==> src/design/mmx_pkg.sv <==
// Shared types and constants of the multi-source audio mixer.
package mmx_pkg;

	localparam int MAX_SOURCES = 4;
	localparam int BUF_DEPTH   = 64;

	localparam int SRC_W     = 2;
	localparam int ACT_W     = $clog2(MAX_SOURCES + 1);
	localparam int PTR_W     = $clog2(BUF_DEPTH);
	localparam int FILL_W    = PTR_W + 1;
	localparam int MEM_DEPTH = MAX_SOURCES * BUF_DEPTH;
	localparam int MEM_AW    = SRC_W + PTR_W;

	localparam int SMP_W  = 16;
	localparam int GAIN_W = 16;
	localparam int Q_W    = 24;
	localparam int FRAC_W = 19;
	localparam int PROD_W = 2 * Q_W;
	localparam int ACC_W  = 30;

	localparam int CNT_W     = 3;
	localparam int BANK_W    = 64;
	localparam int THR_W     = 6;
	localparam int CAP_W     = 16;
	localparam int CFG_W     = 64;
	localparam int CFG_IDX_W = 3;

	// scaler: q = round(|s| * gain * 32 / 32767), via floor((|s|*gain*32 + 16383) / 32767)
	localparam int SC_PROD_W = SMP_W + GAIN_W;
	localparam int SC_N_W    = SC_PROD_W + 5 + 1;
	localparam int SC_DIV_SH = 15;
	localparam int SC_QM_W   = SC_N_W - SC_DIV_SH;
	localparam int SC_R_W    = SC_DIV_SH + 2;
	localparam logic [SC_N_W-1:0] SC_BIAS = SC_N_W'(16383);
	localparam logic [SC_R_W-1:0] SC_DIV  = SC_R_W'(32767);

	localparam logic signed [ACC_W-1:0]  Q_MAX    = ACC_W'(8388607);
	localparam logic signed [ACC_W-1:0]  Q_MIN    = -ACC_W'(8388608);
	localparam logic signed [Q_W-1:0]    Q_ONE    = Q_W'(524288);
	localparam logic signed [Q_W-1:0]    Q_NONE   = -Q_W'(524288);
	localparam logic signed [PROD_W-1:0] PROD_RND = PROD_W'(262144);
	localparam logic signed [SMP_W-1:0]  PCM_MAX  = 16'sh7FFF;
	localparam logic signed [SMP_W-1:0]  PCM_MIN  = 16'sh8000;

	localparam logic [CNT_W-1:0]  RST_SOURCE_COUNT = CNT_W'(1);
	localparam logic [BANK_W-1:0] RST_GAINS        = 64'h4000_4000_4000_4000;
	localparam logic [THR_W-1:0]  RST_THRESHOLD    = THR_W'(32);
	localparam logic [CAP_W-1:0]  RST_CAPACITY     = 16'h8000;

	localparam logic OP_PUSH  = 1'b0;
	localparam logic OP_DRAIN = 1'b1;

	typedef enum logic [CFG_IDX_W-1:0] {
		CFG_SOURCE_COUNT    = 3'd0,
		CFG_LEFT_GAINS      = 3'd1,
		CFG_RIGHT_GAINS     = 3'd2,
		CFG_MIX_THRESHOLD   = 3'd3,
		CFG_OUTPUT_CAPACITY = 3'd4
	} mmx_cfg_idx_t;

	typedef enum logic [2:0] {
		ST_IDLE,
		ST_SCALE,
		ST_CHECK,
		ST_RD,
		ST_MUL,
		ST_ACC,
		ST_EMIT,
		ST_SLIDE
	} mmx_state_t;

	typedef struct packed {
		logic                    opcode;
		logic [SRC_W-1:0]        source;
		logic signed [SMP_W-1:0] sample;
		logic                    block_end;
	} mmx_in_t;

	typedef struct packed {
		logic signed [SMP_W-1:0] mixed_sample;
		logic                    run_last;
	} mmx_out_t;

endpackage

==> src/design/mmx_scale.sv <==
// Three-stage sample scaler: sample * gain * 32 / 32767, rounded half away from zero.
module mmx_scale (
	input  logic                               clk,
	input  logic                               arst_n,
	input  logic                               start,
	input  logic signed [mmx_pkg::SMP_W-1:0]   sample,
	input  logic [mmx_pkg::GAIN_W-1:0]         gain,
	output logic                               done,
	output logic signed [mmx_pkg::Q_W-1:0]     q
);

	logic                               v_s1, v_s2, v_s3;
	logic                               neg_s1, neg_s2;
	logic [mmx_pkg::SC_PROD_W-1:0]      prod_s1;
	logic [mmx_pkg::SC_N_W-1:0]         n_s2;
	logic [mmx_pkg::SC_QM_W-1:0]        q0_s2;
	logic signed [mmx_pkg::Q_W-1:0]     q_s3;

	logic [mmx_pkg::SMP_W-1:0]          mag;
	logic [mmx_pkg::SC_N_W-1:0]         n_c;
	logic [mmx_pkg::SC_N_W-1:0]         est_c;
	logic [mmx_pkg::SC_N_W-1:0]         rem_c;
	logic [mmx_pkg::SC_R_W-1:0]         r_c;
	logic [mmx_pkg::SC_QM_W-1:0]        qmag_c;
	logic [mmx_pkg::Q_W-1:0]            qext_c;

	assign mag = sample[mmx_pkg::SMP_W-1] ? mmx_pkg::SMP_W'(-sample) : sample;

	// 1/32767 = 2^-15 * (1 + 2^-15 + 2^-30 + ...); estimate is q or q-1
	assign n_c   = {1'b0, prod_s1, 5'b0} + mmx_pkg::SC_BIAS;
	assign est_c = n_c + (n_c >> mmx_pkg::SC_DIV_SH) + (n_c >> (2 * mmx_pkg::SC_DIV_SH));

	assign rem_c  = n_s2 - {q0_s2, mmx_pkg::SC_DIV_SH'(0)} + mmx_pkg::SC_N_W'(q0_s2);
	assign r_c    = rem_c[mmx_pkg::SC_R_W-1:0];
	assign qmag_c = q0_s2 + mmx_pkg::SC_QM_W'(r_c >= mmx_pkg::SC_DIV);
	assign qext_c = mmx_pkg::Q_W'(qmag_c);

	always_ff @(posedge clk or negedge arst_n) begin
		if (!arst_n) begin
			v_s1 <= 1'b0;
			v_s2 <= 1'b0;
			v_s3 <= 1'b0;
		end else begin
			v_s1 <= start;
			v_s2 <= v_s1;
			v_s3 <= v_s2;
		end
	end

	always_ff @(posedge clk) begin
		prod_s1 <= mmx_pkg::SC_PROD_W'(mag * gain);
		neg_s1  <= sample[mmx_pkg::SMP_W-1];
		n_s2    <= n_c;
		q0_s2   <= est_c[mmx_pkg::SC_N_W-1:mmx_pkg::SC_DIV_SH];
		neg_s2  <= neg_s1;
		q_s3    <= neg_s2 ? -$signed(qext_c) : $signed(qext_c);
	end

	assign done = v_s3;
	assign q    = q_s3;

endmodule

==> config.mk <==
export PLATFORM = sky130hd
export DESIGN_NAME = mmx_scale
export DESIGN_NICKNAME = d
export VERILOG_FILES = /design/src/design/mmx_pkg.sv /design/src/design/mmx_scale.sv
export SDC_FILE = /design/constraint.sdc
export NUM_CORES = 1
export LEC_CHECK = 0
export BUFFER_PORTS_ARGS = -buffer_cell sky130_fd_sc_hd__buf_2
export CORE_MARGIN = 3
export CORE_UTILIZATION = 41
export DETAILED_ROUTE_END_ITERATION = 8
export PLACE_DENSITY = 0.67
export SLEW_MARGIN = 10
export SYNTH_ARGS = -nofsm -noshare
export SYNTH_HDL_FRONTEND = slang
export SYNTH_SLANG_ARGS = --single-unit
==> constraint.sdc <==
create_clock -name clk -period 5 [get_ports clk]
set_clock_uncertainty 0.05 [all_clocks]
set_input_delay 0 -clock clk [delete_from_list [all_inputs] [get_ports clk]]
set_output_delay 0 -clock clk [all_outputs]
set_load 0.1 [all_outputs]
# After elaboration in Yosys (flattened, before gate mapping)
# Index checks and enable logic that the tools add are counted.
[totals] regBits=101 inputBits=35 output_inout_bits=25 word_cells=22
[classes] addsub=8 mul=1 magnitude_cmp=1 n_mux=2
[op_table] cell="37-bit by 14-bit adder with 38-bit output, second input constant" n=1
[op_table] cell="38-bit by 23-bit adder with 38-bit output" n=1
[op_table] cell="38-bit by 8-bit adder with 38-bit output" n=1
[op_table] cell="16-bit by 16-bit multiplier with 32-bit output" n=1
[op_table] cell="23-bit negator with 24-bit output" n=1
[op_table] cell="23-bit by 1-bit adder with 23-bit output" n=1
[op_table] cell="23-bit 2-to-1 mux" n=1
[op_table] cell="17-bit adder" n=1
[op_table] cell="17-bit by 15-bit >= comparator with 1-bit output, second input constant" n=1
[op_table] cell="17-bit subtractor" n=1
[op_table] cell="16-bit 2-to-1 mux" n=1
[op_table] cell="16-bit negator" n=1

# Depth between registers and ports, before layout
[logic_depth] word_depth=6 ltp_mapped=31 mapped_depth_nobuf=28

# Least setup slack after synthesis
# No wires, ideal clock.
[synth_path] path_type="input -> register" start="input port sample[0] (netlist bit)" end="register prod_s1[28] (netlist bit)" setup_time_ns=0.062 arrival_time_ns=7.249 required_time_ns=4.888 slack_ns=-2.361 stages=30 n_path_buf=3 path_cell_list="clkbuf_1 -> clkbuf_1 -> inv_1 -> ha_1 -> nand3_1 -> or3_1 -> o31a_1 -> or2_1 -> o21ai_0 -> xnor2_1 -> clkbuf_1 -> nand2_1 -> fa_1 -> fa_1 -> inv_1 -> fa_1 -> fa_1 -> fa_1 -> inv_1 -> fa_1 -> inv_1 -> ha_1 -> a21o_1 -> a21oi_1 -> nor2b_1 -> o41a_1 -> o211ai_1 -> a21oi_1 -> or4_1 -> nand3_1"
[synth_via] elab_chain_cells=3
[synth_rtl] item="start, declared" line_no="mmx_scale.sv:6" text="input logic signed [mmx_pkg::SMP_W-1:0] sample,"
[synth_rtl] item="16-bit negator" line_no="mmx_scale.sv:27" text="assign mag = sample[mmx_pkg::SMP_W-1] ? mmx_pkg::SMP_W'(-sample) : sample;"
[synth_rtl] item="16-bit 2-to-1 mux (*)" line_no="mmx_scale.sv:27"
[synth_rtl] item="16-bit by 16-bit multiplier with 32-bit output (*)" line_no="mmx_scale.sv:51" text="prod_s1 <= mmx_pkg::SC_PROD_W'(mag * gain);"
[synth_rtl] item="end signal, assigned" line_no="mmx_scale.sv:51"
[synth_rtl] item="end, declared" line_no="mmx_scale.sv:14" text="logic [mmx_pkg::SC_PROD_W-1:0] prod_s1;"
# Every way passes the cells marked *; elsewhere a longest branch is shown, timed or not.
# A chain may end at the register's enable or synchronous reset.

# Worst setup path after layout
[layout_path] start="input port sample[1] (netlist bit)" end="register prod_s1[28] (netlist bit)"
# The elaborated chain is that of the path after synthesis.

==> impl_metrics.py <==
metrics = {
    "sta": {
        "fin_crit_sh": 1.33,
        "finalWorstSetupSlack_ns": -1.66,
        "slew_violations": 0,
        "final-hold-violation-count": 0,
        "worst_pin_slew_ns": 0.593,
        "slew_headroom": 0.604,
        "max_freq_mhz": 150,
        "finalSetupViolCount": 22,
        "rsz0062_at_grt": "true",
        "fin_crit_ns": 6.66,
    },
    "yosys": {
        "synth_top_area_share": 0.265,
        "yosys.area.top_type": "fa_1",
        "ys_seq_area_frac": 0.128,
        "yosys_warnings": 0,
        "synthTopCellsByArea": "fa_1 27%, ha_1 16%, dfxtp_1 12%",
        "syn_avg_cell_area_um2": 8.67,
        "synth_commonest_cells": "336 x inv_1, 200 x fa_1, 191 x ha_1, 185 x nand2_1, 125 x and2_1",
        "async_reset_ff_frac": 0.0313,
        "synth_area_um2": 15100,
        "synthCells": 1740,
        "synth_nets": 2166,
        "synth_flop_cell": "dfxtp_1",
        "ys_types": 80,
        "ys_seq_elements": 96,
        "yosysMostFrequentCell": "inv_1",
        "synth_edf_count": 0,
    },
    "setup_path": {
        "cpPeakStageDelay_ns": 0.54,
        "cp-end-kind": "register",
        "crit_slowest_cell": "fa_2",
        "critPathArrivalTime_ns": 6.90,
        "cp_data_required_time_ns": 5.24,
        "worst_setup_path_start_kind": "primary input",
        "worstSetupPathType": "primary input to register",
        "cp_common_cell": "fa_1",
        "crit_fanout": 5,
    },
    "global_route": {
        "grt_max_degree": 19,
        "grt_usage": 0.186,
        "antenna_found_initial": 0,
        "grt_pass1_wl_mm": 60.0,
        "grt_pass1_vias": 12600,
        "overflow": 0,
    },
    "die": {
        "start_util": 0.420,
        "ios": 60,
        "row_count": 69,
        "die_w_um": 198,
        "die_h_um": 198,
        "fp.coreArea_um2": 35900,
        "die_area_um2": 39100,
    },
    "cts": {
        "clock_sinks": 96,
        "cts-htree-levels": 3,
        "cts_buffers": 9,
        "cts_tree": "done",
        "cts-root-buf": "clkbuf_16",
        "clk_pin_slew_ns": 0.07,
        "clockBufferDepth": 2,
        "clk_latency_ns": 0.35,
    },
    "placement": {
        "dp.cells": 2463,
        "port_buffers": 59,
        "place_ws_ns": -2.24,
        "gp_congestion": 0.928,
        "place_area_um2": 17900,
        "dp_hpwl_mm": 31.1,
    },
    "layout": {
        "fin_nets": 2469,
        "diodes": 0,
        "final_cells": 2509,
        "drive_gt1_frac": 0.253,
        "fin_area_um2": 19300,
        "syn_to_final_growth_pct": 28.2,
    },
    "detailed_routing": {
        "drcViolationCount": 0,
        "avgRoutedWirePerCell_um": 14.6,
        "vias": 12600,
        "via_per_inst": 5.04,
        "ant_nets": 0,
        "first_pass_iters": 5,
        "drt_iter0_markers": 537,
        "wl_mm": 36.6,
    },
    "flow_run": {
        "maxCapViolCount": 0,
    },
    "worst_hold_path": {
        "hold_path_class": "primary input to register",
    },
    "outcome": {
        "status": "finished with violations",
        "violations": "negative setup slack",
    },
}
## stage by stage
step           TNS (ns)   util  hold WS, ns
2_1_floorplan    -29.59      -       -0.346
3_3_place_gp     -36.76  0.499       -0.258
3_5_place_dp     -39.41  0.499       -0.253
4_1_cts          -23.69  0.517       0.0275
5_1_grt          -28.32  0.538       0.0691
6_report         -23.78  0.538       0.0674
## worst paths after layout
path                           start     endpoint  slack (ns)  cells past startpoint
min reg2reg                     v_s2         done        0.31                      0
max in group asynchronous     arst_n         v_s1        4.27                      3
min in group asynchronous     arst_n         done        0.48                      3
max                        sample[1]  prod_s1[28]       -1.66                     29
min                          gain[0]   prod_s1[0]        0.07                      2
max reg2reg                 q0_s2[7]        q[21]        0.26                     23
## layer usage
layer  routed length (µm)  up-vias  track usage
li1                     -     6127            -
met1                16400     6202        0.255
met2                18200      260        0.318
met3                 1540       46       0.0254
met4                  479        0       0.0325
met5                    0        -            0
## registers in the layout (all words and copies together), names as in the netlist
| name | cells |
|---|---|
| done | 1 |
| n_s2 | 12 |
| neg_s1 | 1 |
| neg_s2 | 1 |
| prod_s1 | 32 |
| q | 24 |
| q0_s2 | 23 |
| v_s1 | 1 |
| v_s2 | 1 |
## cells by family after synthesis
logic type                 Yosys count  synth area share
DFF                                 96             0.128
xor gates and xnor gates           141            0.0824
buffers and inverters              383            0.0960
adders and majority gates          391             0.424
AOI/OAI and AO/OA                  199            0.0860
muxes                                2           0.00133
and+or+nand+nor                    528             0.182
## critical path, delay by kind of cell
family                   cells  cell delay, ns
buffers and inverters        6            0.47
XOR/XNOR                     1            0.17
AO/OA/AOI/OAI                7            1.50
AND/OR/NAND/NOR              7            1.49
adder cells (fa/ha/maj)      8            3.26
## cells in the final DEF, fill, tap and decap left out, drive strengths merged, types with 10 or more instances in the layout
cell    instances
a211oi         12
nand2         187
a21oi          46
and3           12
nand2b         11
and2          127
nand4          19
ha            191
nor2           59
nor3           25
buf           332
clkbuf         11
dfxtp          93
xor2           35
or3            10
fa            200
nor4           11
nand3          33
o21ai          47
inv           342
o21a           10
xnor2         107
a21o           17
a31oi          10
## final cells by class
| cell class | count | area (µm²) |
|---|---|---|
| Timing Repair Buffer | 336 | 2550 |
| Inverter | 338 | 1280 |
| Tap cell | 461 | 577 |
| Sequential cell | 96 | 1940 |
| Fill cell | 3185 | 16600 |
| Multi-Input combinational cell | 1262 | 12700 |
| Clock inverter | 6 | 53.8 |
| Clock buffer | 10 | 239 |
## repair_timing
item,in CTS,in global routing
cloned,0,1
hold buffers,3,0
hold endpoints to repair,4,0
pin swaps,42,61
resized for setup,59,128
setup endpoints to repair,36,54
buffers inserted,12,16
Power is not shown: default switching activity piles up to over one toggle a cycle in this logic, so the estimate is an artifact.
